==> config.mk <==
export PLATFORM = sky130hd
export DESIGN_NAME = spf_ctrl
export DESIGN_NICKNAME = d
export VERILOG_FILES = /design/src/hw/rtl/spf_pkg.sv /design/src/hw/rtl/spf_ctrl.sv
export SDC_FILE = /design/constraint.sdc
export NUM_CORES = 1
export LEC_CHECK = 0
export ABC_CLOCK_PERIOD_IN_PS = 2150
export BUFFER_PORTS_ARGS = -buffer_cell sky130_fd_sc_hd__buf_4
export CAP_MARGIN = 10
export CORE_MARGIN = 3
export CORE_UTILIZATION = 51
export DETAILED_ROUTE_END_ITERATION = 6
export GPL_ROUTABILITY_DRIVEN = 0
export GPL_TIMING_DRIVEN = 0
export HOLD_SLACK_MARGIN = 0.12
export PLACE_DENSITY = 0.79
export SLEW_MARGIN = 20
export SYNTH_ARGS = -nofsm -noshare
export SYNTH_HDL_FRONTEND = slang
export SYNTH_SLANG_ARGS = --single-unit
==> constraint.sdc <==
create_clock -name clk_i -period 2.15 [get_ports clk_i]
set_input_delay 0.1075 -clock clk_i [delete_from_list [all_inputs] [get_ports clk_i]]
set_output_delay 0.1075 -clock clk_i [all_outputs]
set_load 0.02 [all_outputs]
==> src/hw/rtl/spf_pkg.sv <==
// ----------------------------------------------------------------------------
// spf_pkg: shared definitions of the scanline polygon fill unit
// Default sizes, the separator coordinate, datapath commands and the
// status word that the datapath returns to the controller.
// ----------------------------------------------------------------------------
package spf_pkg;

  localparam int MaxEdgesDefault = 64;
  localparam int FracBitsDefault = 16;
  localparam int MaxSpans        = 32;
  localparam int KW              = $clog2(MaxSpans + 1);
  localparam logic signed [15:0] Separator = 16'sh7FFF;

  typedef enum logic [4:0] {
    CMD_NONE,
    CMD_VERTEX,
    CMD_EDGE_WRITE,
    CMD_IDLE_PUT,
    CMD_RENDER_START,
    CMD_SCAN_RD,
    CMD_SCAN_SKIP,
    CMD_SCAN_TAKE,
    CMD_FIND_RD,
    CMD_FIND_NEXT,
    CMD_FIND_STOP,
    CMD_SHIFT_RD,
    CMD_SHIFT_WR,
    CMD_INSERT,
    CMD_EMIT_START,
    CMD_EMIT_RD0,
    CMD_EMIT_RD1,
    CMD_EMIT_LATCH,
    CMD_EMIT_PUT,
    CMD_EMPTY_PUT,
    CMD_ADV_START,
    CMD_ADV_RD,
    CMD_ADV_ERD,
    CMD_ADV_WR,
    CMD_FINISH
  } dp_cmd_e;

  typedef struct packed {
    logic scanning;
    logic is_render;
    logic need_div;
    logic div_busy;
    logic table_end;
    logic edge_active;
    logic find_end;
    logic find_hit;
    logic shift_end;
    logic pair_ok;
    logic k_zero;
    logic adv_end;
    logic out_free;
  } dp_status_t;

endpackage

==> src/hw/rtl/spf_ctrl.sv <==
// ----------------------------------------------------------------------------
// spf_ctrl: sequencer of the scanline polygon fill unit
// Walks vertex loading, the edge scan with insertion sort, span output and
// the slope advance, issuing at most one datapath command per cycle.
// ----------------------------------------------------------------------------
module spf_ctrl (
  input  logic                clk_i,
  input  logic                rst_ni,
  input  logic                in_valid_i,
  output logic                in_ready_o,
  input  spf_pkg::dp_status_t status_i,
  output spf_pkg::dp_cmd_e    cmd_o
);

  typedef enum logic [4:0] {
    S_IDLE, S_DIV, S_IDLE_OUT, S_SCAN_RD, S_SCAN_CHK, S_FIND_RD, S_FIND_CHK,
    S_SHIFT_RD, S_SHIFT_WR, S_EMIT_CHK, S_EMIT_RD1, S_EMIT_LAT, S_EMIT_PUT,
    S_EMPTY_PUT, S_ADV_RD, S_ADV_ERD, S_ADV_WR
  } state_e;

  state_e state_q, state_d;

  always_comb begin
    state_d = state_q;
    cmd_o   = spf_pkg::CMD_NONE;
    unique case (state_q)
      S_IDLE: begin
        if (in_valid_i) begin
          if (status_i.is_render) begin
            if (status_i.scanning) begin
              cmd_o   = spf_pkg::CMD_RENDER_START;
              state_d = S_SCAN_RD;
            end else begin
              state_d = S_IDLE_OUT;
            end
          end else if (!status_i.scanning) begin
            cmd_o = spf_pkg::CMD_VERTEX;
            if (status_i.need_div) begin
              state_d = S_DIV;
            end
          end
        end
      end
      S_DIV: begin
        if (!status_i.div_busy) begin
          cmd_o   = spf_pkg::CMD_EDGE_WRITE;
          state_d = S_IDLE;
        end
      end
      S_IDLE_OUT: begin
        if (status_i.out_free) begin
          cmd_o   = spf_pkg::CMD_IDLE_PUT;
          state_d = S_IDLE;
        end
      end
      S_SCAN_RD: begin
        if (status_i.table_end) begin
          cmd_o   = spf_pkg::CMD_EMIT_START;
          state_d = S_EMIT_CHK;
        end else begin
          cmd_o   = spf_pkg::CMD_SCAN_RD;
          state_d = S_SCAN_CHK;
        end
      end
      S_SCAN_CHK: begin
        if (status_i.edge_active) begin
          cmd_o   = spf_pkg::CMD_SCAN_TAKE;
          state_d = S_FIND_RD;
        end else begin
          cmd_o   = spf_pkg::CMD_SCAN_SKIP;
          state_d = S_SCAN_RD;
        end
      end
      S_FIND_RD: begin
        if (status_i.find_end) begin
          cmd_o   = spf_pkg::CMD_FIND_STOP;
          state_d = S_SHIFT_RD;
        end else begin
          cmd_o   = spf_pkg::CMD_FIND_RD;
          state_d = S_FIND_CHK;
        end
      end
      S_FIND_CHK: begin
        if (status_i.find_hit) begin
          cmd_o   = spf_pkg::CMD_FIND_STOP;
          state_d = S_SHIFT_RD;
        end else begin
          cmd_o   = spf_pkg::CMD_FIND_NEXT;
          state_d = S_FIND_RD;
        end
      end
      S_SHIFT_RD: begin
        if (status_i.shift_end) begin
          cmd_o   = spf_pkg::CMD_INSERT;
          state_d = S_SCAN_RD;
        end else begin
          cmd_o   = spf_pkg::CMD_SHIFT_RD;
          state_d = S_SHIFT_WR;
        end
      end
      S_SHIFT_WR: begin
        cmd_o   = spf_pkg::CMD_SHIFT_WR;
        state_d = S_SHIFT_RD;
      end
      S_EMIT_CHK: begin
        if (status_i.pair_ok) begin
          cmd_o   = spf_pkg::CMD_EMIT_RD0;
          state_d = S_EMIT_RD1;
        end else if (status_i.k_zero) begin
          state_d = S_EMPTY_PUT;
        end else begin
          cmd_o   = spf_pkg::CMD_ADV_START;
          state_d = S_ADV_RD;
        end
      end
      S_EMIT_RD1: begin
        cmd_o   = spf_pkg::CMD_EMIT_RD1;
        state_d = S_EMIT_LAT;
      end
      S_EMIT_LAT: begin
        cmd_o   = spf_pkg::CMD_EMIT_LATCH;
        state_d = S_EMIT_PUT;
      end
      S_EMIT_PUT: begin
        if (status_i.out_free) begin
          cmd_o   = spf_pkg::CMD_EMIT_PUT;
          state_d = S_EMIT_CHK;
        end
      end
      S_EMPTY_PUT: begin
        if (status_i.out_free) begin
          cmd_o   = spf_pkg::CMD_EMPTY_PUT;
          state_d = S_ADV_RD;
        end
      end
      S_ADV_RD: begin
        if (status_i.adv_end) begin
          cmd_o   = spf_pkg::CMD_FINISH;
          state_d = S_IDLE;
        end else begin
          cmd_o   = spf_pkg::CMD_ADV_RD;
          state_d = S_ADV_ERD;
        end
      end
      S_ADV_ERD: begin
        cmd_o   = spf_pkg::CMD_ADV_ERD;
        state_d = S_ADV_WR;
      end
      S_ADV_WR: begin
        cmd_o   = spf_pkg::CMD_ADV_WR;
        state_d = S_ADV_RD;
      end
      default: state_d = S_IDLE;
    endcase
  end

  always_ff @(posedge clk_i or negedge rst_ni) begin
    if (!rst_ni) begin
      state_q <= S_IDLE;
    end else begin
      state_q <= state_d;
    end
  end

  assign in_ready_o = (state_q == S_IDLE);

endmodule

* After elaboration in Yosys (flattened, before gate mapping) *
Index checks and enable logic that the tools add are counted.

operators by class
  $add $sub $neg = 0
  $mul = 0
  divide/modulo/power cells = 0
  order comparisons = 0
  eq/ne operators = 23
  shifts and indexed selects = 0
  muxes and demuxes = 35
  bitwise operators = 0
  reduce and logical (&&, ||, !) cells = 2

operator list
  operator                                                number
  one-hot mux 5 bit (17 select lines)                     2
  2-to-1 mux 5 bit                                        14
  equality test 5 x 4 -> 1 bit (second input constant)    8
  equality test 5 x 3 -> 1 bit (second input constant)    4
  2-to-1 mux 4 bit                                        5
  2-to-1 mux 2 bit                                        6
  2-to-1 mux 3 bit                                        4
  equality test 5 x 2 -> 1 bit (second input constant)    2
  inequality test 2 bit (second input constant)           5
  AND reduction 7 bit                                     1
  equality test 5 x 1 -> 1 bit (second input constant)    1
  equality test 5 bit (second input constant)             1
  logical NOT 5 bit                                       1
  2-to-1 mux 1 bit                                        4
  inequality test 3 x 1 -> 1 bit (second input constant)  1
  inequality test 3 bit (second input constant)           1

storage, ports and cells
  register bits = 5
  latch bits = 0
  RAM bits = 0
  bits in read-only memories = 0
  bits of input ports = 16
  output and inout port bits = 6
  word-level logic and storage cells = 61
  memories = 0

* Logic depth before layout (Yosys ltp) *
Gate-level depths: netlist (run 1).

  depth in word-level cells = 5
  mapped depth = 7
  mapped depth without buffers = 5

* Least setup slack after synthesis (run 1) *
OpenSTA, ideal clock, no wires.

  path kind = reg-to-output
  start point = reg state_q[4]
  end point = out cmd_o[4]
  data arrival time = 1.780 ns
  required time = 2.043 ns
  path slack = 0.263 ns
  stages on the path, launching flop included = 5
  buffers on the path = 1
  cell sequence = dfrtp_1 -> buf_6 -> or3b_4 -> or3_4 -> o311ai_1

on the way
  word-level cells in the longest chain between the ends = 2
  elaborated cells on any way between the ends = 18
  those cells by class = eq/ne (16); mux (1); reduce/logical (1)

ends and longest elaborated chain
  element                                            line             source
  from (decl)                                        spf_ctrl.sv:21   state_e state_q, state_d;
  from (signal assigned)                             spf_ctrl.sv:161  state_q <= state_d;
  equality test 5 bit, or another cell as far along  spf_ctrl.sv:26   unique case (state_q)
  one-hot mux 5 bit (17 select lines) *              spf_ctrl.sv:26
  to (decl)                                          spf_ctrl.sv:12   output spf_pkg::dp_cmd_e cmd_o

Every way passes the cells marked *; elsewhere a longest branch is shown, timed or not.

* Final worst setup path (run 1) *
  start point = reg state_q[2]
  end point = out cmd_o[0]

Same word-level chain as after synthesis.

==> flow_metrics.env, run 1 <==
export IMPL_htree_levels=1
export IMPL_whs_ps=186
export IMPL_num_antenna_cells=0
export IMPL_cts_sinks=5
export IMPL_fp_dieW_um=44.9
export IMPL_drtPass1Iterations=4
export IMPL_critical_path_class="reg -> out"
export IMPL_vias_per_cell=6.77
export IMPL_clock_latency_ps=240
export IMPL_syn2layout_area_growth_pct=28.5
export IMPL_setup_worst_path_start_class="flop"
export IMPL_clkTransAtPathRegs_ps=40
export IMPL_rsz0062_at_grt="true"
export IMPL_pwr_share_seq=0.128
export IMPL_power_leakage_nw=0.427
export IMPL_overflow=0
export IMPL_synth_fp_nets=130
export IMPL_status="finished clean"
export IMPL_startpoint="state_q[2]"
export IMPL_fill_cells=113
export IMPL_tightest_slew_ps=458
export IMPL_synth_ff_type="dfrtp_1"
export IMPL_critPathCaptureType="output pin"
export IMPL_fin_area_um2=993
export IMPL_num_vias=1049
export IMPL_dieArea_mm2=0.00202
export IMPL_worst_ir_drop_vdd_uv=1110
export IMPL_layout_drive_gt1_share=0.264
export IMPL_synthArstFlopShare=1.00
export IMPL_setup_viol_count_final=0
export IMPL_placeableCoreArea_mm2=0.00137
export IMPL_power_density_mw_per_mm2=1410
export IMPL_fmax_ghz=0.485
export IMPL_layout_min_cycle_time_ps=2060
export IMPL_top_register="state_q"
export IMPL_root_buffer="clkbuf_4"
export IMPL_syn_area_per_cell_um2=6.78
export IMPL_clockPowerShare=0.076
export IMPL_io_pins=22
export IMPL_swShare=0.541
export IMPL_hold_path_class="in -> reg"
export IMPL_finalWirelength_um=2540
export IMPL_synthCells=114
export IMPL_dpl_hpwl_um=1890
export IMPL_grt_max_degree=11
export IMPL_wire_per_inst_um=16.4
export IMPL_placed_cell_area_um2=950
export IMPL_cap_violations=0
export IMPL_synth_edf_count=0
export IMPL_post_route_period_util=0.960
export IMPL_grt_pass1_wl_um=4330
export IMPL_layout_commonest_cell="buf_4"
export IMPL_netlist_area_um2=773
export IMPL_r2r_slack_ps=390
export IMPL_grt_use_total=0.285
export IMPL_cp_endpoint="cmd_o[0]"
export IMPL_post_cts_buffers=0
export IMPL_ys_seq_area_frac=0.162
export IMPL_worst_r2r_cell_count=6
export IMPL_regToRegStartpoint="state_q[1]"
export IMPL_switching_power_uw=761
export IMPL_antenna_found_initial=0
export IMPL_clock_path_buffers=2
export IMPL_r2r_end="state_q[0]"
export IMPL_synth_cell_type_count=39
export IMPL_required_ps=2040
export IMPL_die_y_um=44.9
export IMPL_port_buffers=21
export IMPL_final_cell_mix="buf_4 (21), nand2_1 (14), nor2_1 (9), a21oi_1 (9)"
export IMPL_fin_util=0.727
export IMPL_drc=0
export IMPL_p_int_uw=645
export IMPL_core_rowCount=13
export IMPL_slew_violations=0
export IMPL_crit_arrival_ps=1960
export IMPL_nets=157
export IMPL_drtAntennaViolNets=0
export IMPL_largest_register_ffs=5
export IMPL_ys_ff_latch=5
export IMPL_grt_pass1_vias=1015
export IMPL_largestRegisters="state_q x5"
export IMPL_cts_tree="built"
export IMPL_worstPathMaxFanout=10
export IMPL_relSlewSlack=0.695
export IMPL_regArea_um2=126
export IMPL_pwr_share_comb=0.796
export IMPL_initial_core_util=0.566
export IMPL_ys_warn_count=0
export IMPL_hold_viol_final=0
export IMPL_finClkSkew_ps=2.48
export IMPL_numCtsBuffers=3
export IMPL_first_iter_violations=108
export IMPL_multiInputGateArea_um2=598
export IMPL_power_total_mw=1.41
worst min-delay path by stage:
stage	cells past startpoint	slack, ps	startpoint	endpoint
6_report	2	190	status_i[0]	state_q[2]
5_1_grt	2	170	status_i[0]	state_q[2]
4_1_cts	2	180	status_i[0]	state_q[2]
3_5_place_dp	1	-90	rst_ni	state_q[0]
3_3_place_gp	1	-90	rst_ni	state_q[0]
2_1_floorplan	0	-190	rst_ni	state_q[0]
synthesized netlist by cell type, types with 3 or more instances:
cell type | number | area (µm²)
dfrtp_1 | 5 | 125
and3b_1 | 3 | 26.3
buf_2 | 3 | 15.0
nand4_1 | 3 | 18.8
inv_1 | 4 | 15.0
o311ai_0 | 3 | 26.3
nor3_1 | 5 | 25.0
and3_1 | 3 | 18.8
nand2_1 | 14 | 52.6
nor2b_1 | 7 | 43.8
clkbuf_1 | 3 | 11.3
o21ai_0 | 7 | 35.0
nand3_1 | 4 | 20.0
nor2_1 | 10 | 37.5
a21oi_1 | 9 | 45.0
cells by family after synthesis:
family,synth area share
and+or+nand+nor,0.403
DFF,0.162
buffers and inverters,0.0679
AOI/OAI and AO/OA,0.367
layout make-up:
type,instances,area share
Timing Repair Buffer,22,0.169
Sequential cell,5,0.127
Tap cell,15,0.0189
Buffer,7,0.0416
Multi-Input combinational cell,98,0.602
Inverter,4,0.0151
Clock buffer,4,0.0264
metal layers:
layer	global-route usage	share of wire	wire length, µm	vias up
met3	0.0996	0.14	346	10
met1	0.378	0.41	1040	461
met4	0.117	0.015	37	0
met2	0.418	0.44	1120	89
li1	-	-	-	489
met5	0	0	0	-
power by group through the flow:
stage	sequential (mW)	clock, mW	combinational (mW)
3_3_place_gp	0.177	0	1.08
2_1_floorplan	0.167	0	0.752
4_1_cts	0.175	0.113	1.08
3_5_place_dp	0.177	0	1.08
6_report	0.180	0.107	1.12
5_1_grt	0.191	0.124	1.22
repair_timing:
| action | 4_1_cts | 5_1_grt |
|---|---|---|
| resized for setup | 0 | 5 |
| setup endpoints to repair | 0 | 2 |
| endpoints found under the hold margin | 5 | 0 |
| hold buffers | 1 | 0 |
worst max-delay path: stages, from the launching register on:
cell	delay [ps]
dfrtp_1	400
clkbuf_4	240
nor2_2	110
nand3_1	190
o41ai_2	140
a311oi_1	320
nand4_1	140
buf_4	180
through the flow:
stage / setup WS, ps / setup TNS (ps) / std cells
2_1_floorplan: 263 / 0 / 114
3_3_place_gp: 259 / 0 / 150
3_5_place_dp: 291 / 0 / 150
4_1_cts: 13.0 / 0 / 155
5_1_grt: -26.8 / -26.8 / 155
6_report: 87.0 / 0 / 155
No activity file was read; power rests on OpenSTA's default activity.
==> run 2, diff against run 1 <==
--- a/config.mk
+++ b/config.mk
@@ -5,6 +5,7 @@
 export SDC_FILE = /design/constraint.sdc
 export NUM_CORES = 1
 export LEC_CHECK = 0
+export ABC_AREA = 1
 export ABC_CLOCK_PERIOD_IN_PS = 2150
 export BUFFER_PORTS_ARGS = -buffer_cell sky130_fd_sc_hd__buf_4
 export CAP_MARGIN = 10
==> run 2 against run 1 <==
Synthesized area grew 5.5%; synthesized cell count grew 38%; utilization rose by 0.81 points; clock power is essentially flat; register-to-register slack better by 220 ps; non-clock buffer count fell by 6; critical endpoint is now cmd_o[3]; largest cell class unchanged; highest routed layer unchanged.
==> flow_metrics.env, run 2 <==
export IMPL_worstPathCellList="nor2_2 -> inv_1 -> nor2_1 -> nand2_1 -> o21ai_0 -> inv_1 -> o2111ai_1 -> buf_4"
export IMPL_fp_dieW_um=46.0
export IMPL_clockPowerShare=0.086
export IMPL_layout_drive_gt1_share=0.213
export IMPL_ys_seq_area_frac=0.153
export IMPL_power_density_mw_per_mm2=1230
export IMPL_post_route_period_util=0.904
export IMPL_drtPass1Iterations=5
export IMPL_cap_violations=0
export IMPL_io_pins=22
export IMPL_hold_path_class="in -> reg"
export IMPL_syn2layout_area_growth_pct=26.1
export IMPL_hold_viol_final=0
export IMPL_grt_max_degree=11
export IMPL_synthTopCellsByArea="nand2_1 (23%), dfrtp_1 (15%), nor2_1 (13%), inv_1 (11%), nand3_1 (9.2%)"
export IMPL_wire_per_inst_um=12.3
export IMPL_regArea_um2=125
export IMPL_synth_compound_area_share=0.0445
export IMPL_overflow=0
export IMPL_synth_edf_count=0
export IMPL_synth_common_cells="nand2_1 (49), nor2_1 (29), inv_1 (23)"
export IMPL_first_iter_violations=70
export IMPL_drtAntennaViolNets=0
export IMPL_finClkSkew_ps=0.114
export IMPL_ys_ff_latch=5
export IMPL_drc=0
export IMPL_placeableCoreArea_mm2=0.00140
export IMPL_pwr_share_seq=0.143
export IMPL_finalWirelength_um=2440
export IMPL_yosys_area_share_simple=0.673
export IMPL_fmax_ghz=0.514
export IMPL_tightest_slew_ps=375
export IMPL_num_vias=1117
export IMPL_pwr_share_comb=0.771
export IMPL_synth_xor_area_frac=0
export IMPL_layout_min_cycle_time_ps=1940
export IMPL_fill_cells=125
export IMPL_yosysMostFrequentCell="nand2_1"
export IMPL_final_cell_mix="nand2_1 (49), nor2_1 (29), inv_1 (23), buf_4 (22), nand3_1 (15)"
export IMPL_num_antenna_cells=0
export IMPL_vias_per_cell=5.64
export IMPL_yosys_area_top_type="nand2_1"
export IMPL_numCtsBuffers=3
export IMPL_switching_power_uw=719
export IMPL_synthCells=157
export IMPL_ys_warn_count=0
export IMPL_clock_latency_ps=240
export IMPL_synth_cell_type_count=19
export IMPL_setup_worst_path_start_class="flop"
export IMPL_clkTransAtPathRegs_ps=40
export IMPL_synthAdderAreaFrac=0
export IMPL_swShare=0.569
export IMPL_top_register="state_q"
export IMPL_worst_ir_drop_vdd_uv=776
export IMPL_synth_top_family_by_area="simple AND/OR/NAND/NOR gates"
export IMPL_port_buffers=21
export IMPL_core_rowCount=13
export IMPL_synth_ff_type="dfrtp_1"
export IMPL_synth_top_cell_area_share=0.225
export IMPL_post_cts_buffers=0
export IMPL_setup_viol_count_final=0
export IMPL_grt_pass1_wl_um=3900
export IMPL_fin_util=0.735
export IMPL_slew_violations=0
export IMPL_synthArstFlopShare=1.00
export IMPL_grt_pass1_vias=985
export IMPL_dp_cells=193
export IMPL_power_leakage_nw=0.664
export IMPL_dieArea_mm2=0.00212
export IMPL_crit_arrival_ps=1840
export IMPL_relSlewSlack=0.750
export IMPL_dpl_hpwl_um=2020
export IMPL_p_int_uw=544
export IMPL_layout_commonest_cell="nand2_1"
export IMPL_nets=200
export IMPL_critPathCaptureType="output pin"
export IMPL_clock_path_buffers=2
export IMPL_r2r_slack_ps=610
export IMPL_required_ps=2040
export IMPL_netlist_area_um2=816
export IMPL_critical_path_class="reg -> out"
export IMPL_crit_top_cell="inv_1"
export IMPL_die_y_um=46.0
export IMPL_root_buffer="clkbuf_4"
export IMPL_worstPathMaxFanout=6
export IMPL_initial_core_util=0.583
export IMPL_largestRegisters="state_q x5"
export IMPL_final_cells=198
export IMPL_cts_tree="built"
export IMPL_ctsHoldBuffers=1
export IMPL_cp_slowest_cell="dfrtp_1"
export IMPL_htree_levels=1
export IMPL_status="finished clean"
export IMPL_syn_area_per_cell_um2=5.20
export IMPL_tns_ps=0
export IMPL_synthMuxAreaShare=0
export IMPL_largest_register_ffs=5
export IMPL_rsz0062_at_grt="false"
export IMPL_cts_repair_resized=0
export IMPL_cts_sinks=5
export IMPL_cpPeakStageDelay_ps=410
export IMPL_synth_fp_nets=173
export IMPL_antenna_found_initial=0
export IMPL_multiInputGateArea_um2=586
export IMPL_grt_use_total=0.254
-- run 2: cell count changes in the layout (fill, tap and decap cells not counted), moves of 5 or more --
cell	delta
nor2_1	+20
a21oi_1	-8
nor2b_1	-7
o21ai_0	-5
nand3_1	+11
inv_1	+19
nand2_1	+35
-- run 2: layer usage --
| metal | GRT usage | vias to the layer above | part of all wire |
|---|---|---|---|
| met5 | 0 | - | 0 |
| met4 | 0.0398 | 0 | 0.0078 |
| met3 | 0.0711 | 4 | 0.11 |
| met2 | 0.409 | 60 | 0.46 |
| met1 | 0.339 | 501 | 0.42 |
| li1 | - | 552 | - |
-- run 2: final timing paths --
kind,start,to,cells after the start
worst min-delay path,status_i[0],state_q[2],4
min in group asynchronous,rst_ni,state_q[3],2
worst max register to register,state_q[2],state_q[0],9
worst max-delay path,state_q[2],cmd_o[3],8
worst min register to register,state_q[2],state_q[1],3
max in group asynchronous,rst_ni,state_q[1],2
-- run 2: layout make-up --
type	instances	area share
Multi-Input combinational cell	125	0.569
Tap cell	15	0.0182
Clock buffer	4	0.0255
Sequential cell	5	0.122
Inverter	26	0.0949
Buffer	1	0.00730
Timing Repair Buffer	22	0.163
-- run 2: worst max-delay path: cells and delay by family, from the launching register on --
family,cells,cell delay [ps]
compound gates,2,170
flops,1,410
simple gates,3,620
buf+inv,3,380
-- run 2: per-stage QoR --
step | area [µm²] | setup slack (ps) | hold WS, ps | power (mW)
2_1_floorplan | 816 | 727 | -188 | 0.851
3_3_place_gp | 992 | 494 | -89.8 | 1.12
3_5_place_dp | 992 | 499 | -87.6 | 1.14
4_1_cts | 1030 | 233 | 127 | 1.25
5_1_grt | 1030 | 91.9 | 158 | 1.37
6_report | 1030 | 206 | 132 | 1.26
-- run 2: kinds of logic (layout without fill, tap and decap cells) --
| group | Yosys count | in the layout |
|---|---|---|
| buffers and inverters | 27 | 53 |
| AOI/OAI and AO/OA | 6 | 6 |
| DFF | 5 | 5 |
| and+or+nand+nor | 119 | 119 |
-- run 2: power groups by stage --
stage | Clock [mW] | Sequential (mW) | Combinational [mW]
6_report | 0.109 | 0.180 | 0.974
5_1_grt | 0.120 | 0.183 | 1.07
4_1_cts | 0.111 | 0.179 | 0.963
3_5_place_dp | 0 | 0.181 | 0.958
3_3_place_gp | 0 | 0.177 | 0.947
2_1_floorplan | 0 | 0.170 | 0.682
==> run 3, diff against run 2 <==
--- a/config.mk
+++ b/config.mk
@@ -9,13 +9,14 @@
 export ABC_CLOCK_PERIOD_IN_PS = 2150
 export BUFFER_PORTS_ARGS = -buffer_cell sky130_fd_sc_hd__buf_4
 export CAP_MARGIN = 10
+export CORE_ASPECT_RATIO = 0.8
 export CORE_MARGIN = 3
-export CORE_UTILIZATION = 51
+export CORE_UTILIZATION = 40
 export DETAILED_ROUTE_END_ITERATION = 6
 export GPL_ROUTABILITY_DRIVEN = 0
 export GPL_TIMING_DRIVEN = 0
 export HOLD_SLACK_MARGIN = 0.12
-export PLACE_DENSITY = 0.79
+export PLACE_DENSITY = 0.65
 export SLEW_MARGIN = 20
 export SYNTH_ARGS = -nofsm -noshare
 export SYNTH_HDL_FRONTEND = slang
==> run 3 against run 2 <==
Global-route usage is 4.7 points lower; die area rose by 24%; highest routed layer is now met3; flip-flop and latch count unchanged; combinational power about the same; first-iteration DRC count up 7.1%; final cell count grew 3.5%.
==> flow_metrics.env, run 3 (synthesis gave the netlist of run 2 again) <==
export IMPL_grt_use_total=0.207
export IMPL_grt_busiest_layer="met2"
export IMPL_grt_util_met2=0.341
export IMPL_dieArea_mm2=0.00262
export IMPL_critPathCaptureType="output pin"
export IMPL_io_pins=22
export IMPL_antenna_found_initial=0
export IMPL_cts_sinks=5
export IMPL_placeableCoreArea_mm2=0.00177
export IMPL_drtPass1Iterations=4
export IMPL_clockPowerShare=0.088
export IMPL_top_register="state_q"
export IMPL_hp_start="status_i[0]"
export IMPL_setup_worst_path_start_class="flop"
export IMPL_die_y_um=46.4
export IMPL_fin_util=0.585
export IMPL_p_int_uw=544
export IMPL_finalWirelength_um=2460
export IMPL_dpl_hpwl_um=2040
export IMPL_core_rowCount=13
export IMPL_cap_violations=0
export IMPL_final_cell_mix="nand2_1 (49), nor2_1 (29), inv_1 (23), buf_4 (22), nand3_1 (15)"
export IMPL_clock_path_buffers=2
export IMPL_pwr_share_comb=0.770
export IMPL_worstPathMaxFanout=6
export IMPL_hold_path_class="in -> reg"
export IMPL_num_vias=1080
export IMPL_hold_viol_final=0
export IMPL_fill_cells=178
export IMPL_required_ps=2040
export IMPL_placed_cell_area_mm2=0.00100
export IMPL_r2r_slack_ps=590
export IMPL_overflow=0
export IMPL_fin_area_mm2=0.00104
export IMPL_regArea_um2=125
export IMPL_clock_latency_ps=240
export IMPL_post_route_period_util=0.900
export IMPL_layout_commonest_cell="nand2_1"
export IMPL_startpoint="state_q[2]"
export IMPL_drtAntennaViolNets=0
export IMPL_tightest_slew_ps=409
export IMPL_vias_per_cell=5.27
export IMPL_rsz0062_at_grt="false"
export IMPL_status="finished clean"
export IMPL_critical_path_class="reg -> out"
export IMPL_layout_min_cycle_time_ps=1930
export IMPL_dp_cells=200
export IMPL_relSlewSlack=0.727
export IMPL_htree_levels=1
export IMPL_power_density_mw_per_mm2=1210
export IMPL_port_buffers=21
export IMPL_swShare=0.568
export IMPL_crit_arrival_ps=1830
export IMPL_grt_pass1_wl_um=4220
export IMPL_grt_max_degree=11
export IMPL_largest_register_ffs=5
export IMPL_cts_repair_resized=0
export IMPL_tns_ps=0
export IMPL_drc=0
export IMPL_fp_dieW_um=56.5
export IMPL_power_leakage_nw=0.664
export IMPL_root_buffer="clkbuf_4"
export IMPL_layout_drive_gt1_share=0.213
export IMPL_clkTransAtPathRegs_ps=40
export IMPL_nets=200
export IMPL_post_cts_buffers=0
export IMPL_syn2layout_area_growth_pct=27.1
export IMPL_initial_core_util=0.460
export IMPL_ctsHoldBuffers=1
export IMPL_use_met3=0.0532
export IMPL_wire_per_inst_um=12.0
export IMPL_first_iter_violations=75
export IMPL_largestRegisters="state_q x5"
export IMPL_num_antenna_cells=0
export IMPL_pwr_share_seq=0.141
export IMPL_cts_tree="built"
export IMPL_numCtsBuffers=3
export IMPL_setup_viol_count_final=0
export IMPL_regToRegStartpoint="state_q[0]"
export IMPL_slew_violations=0
export IMPL_final_cells=205
export IMPL_grt_use_met1=0.282
export IMPL_switching_power_uw=716
export IMPL_fmax_ghz=0.517
export IMPL_finClkSkew_ps=1.01
export IMPL_multiInputGateArea_um2=586
export IMPL_worst_ir_drop_vdd_uv=796
export IMPL_grt_pass1_vias=978
[run 3: cell counts in the layout (fill, tap and decap cells not counted)]
Identical to the previous run, type by type.
[run 3: worst max-delay path, stage by stage (launching register included)]
cell,delay (ps)
dfrtp_1,410
nor2_2,270
inv_1,150
nor2_1,190
nand2_1,130
o21ai_0,110
inv_1,80
o2111ai_1,80
buf_4,170
[run 3: worst paths after layout]
kind                              end  depth (start not counted)
hold / removal             state_q[2]                          4
hold reg to reg            state_q[1]                          3
setup / recovery             cmd_o[3]                          8
max in group asynchronous  state_q[1]                          2
min in group asynchronous  state_q[4]                          2
setup reg to reg           state_q[1]                          9
[run 3: area by class of cell]
| cell class | count | share of cell area |
|---|---|---|
| Clock buffer | 4 | 0.0253 |
| Timing Repair Buffer | 22 | 0.162 |
| Tap cell | 22 | 0.0265 |
| Buffer | 1 | 0.00724 |
| Multi-Input combinational cell | 125 | 0.565 |
| Sequential cell | 5 | 0.121 |
| Inverter | 26 | 0.0941 |
[run 3: stage by stage]
stage	worst slack [ps]	total power, mW	hold WS (ps)
6_report	215	1.26	135
5_1_grt	54.7	1.39	146
4_1_cts	239	1.26	129
3_5_place_dp	515	1.14	-86.0
3_3_place_gp	480	1.15	-88.6
2_1_floorplan	727	0.851	-188
[run 3: routing by layer]
metal  up-vias  wire length [µm]
met2        63              1080
met1       464              1110
met3         0               263
met4         0                 0
met5         -                 0
li1        553                 -
[run 3: power by group through the flow]
stage               Clock, mW  Combinational (mW)  Sequential (mW)
floorplan                   0               0.682            0.170
global placement            0               0.972            0.177
detailed placement          0               0.960            0.178
CTS                     0.112               0.966            0.178
global route            0.125                1.08            0.185
finish                  0.111               0.971            0.178
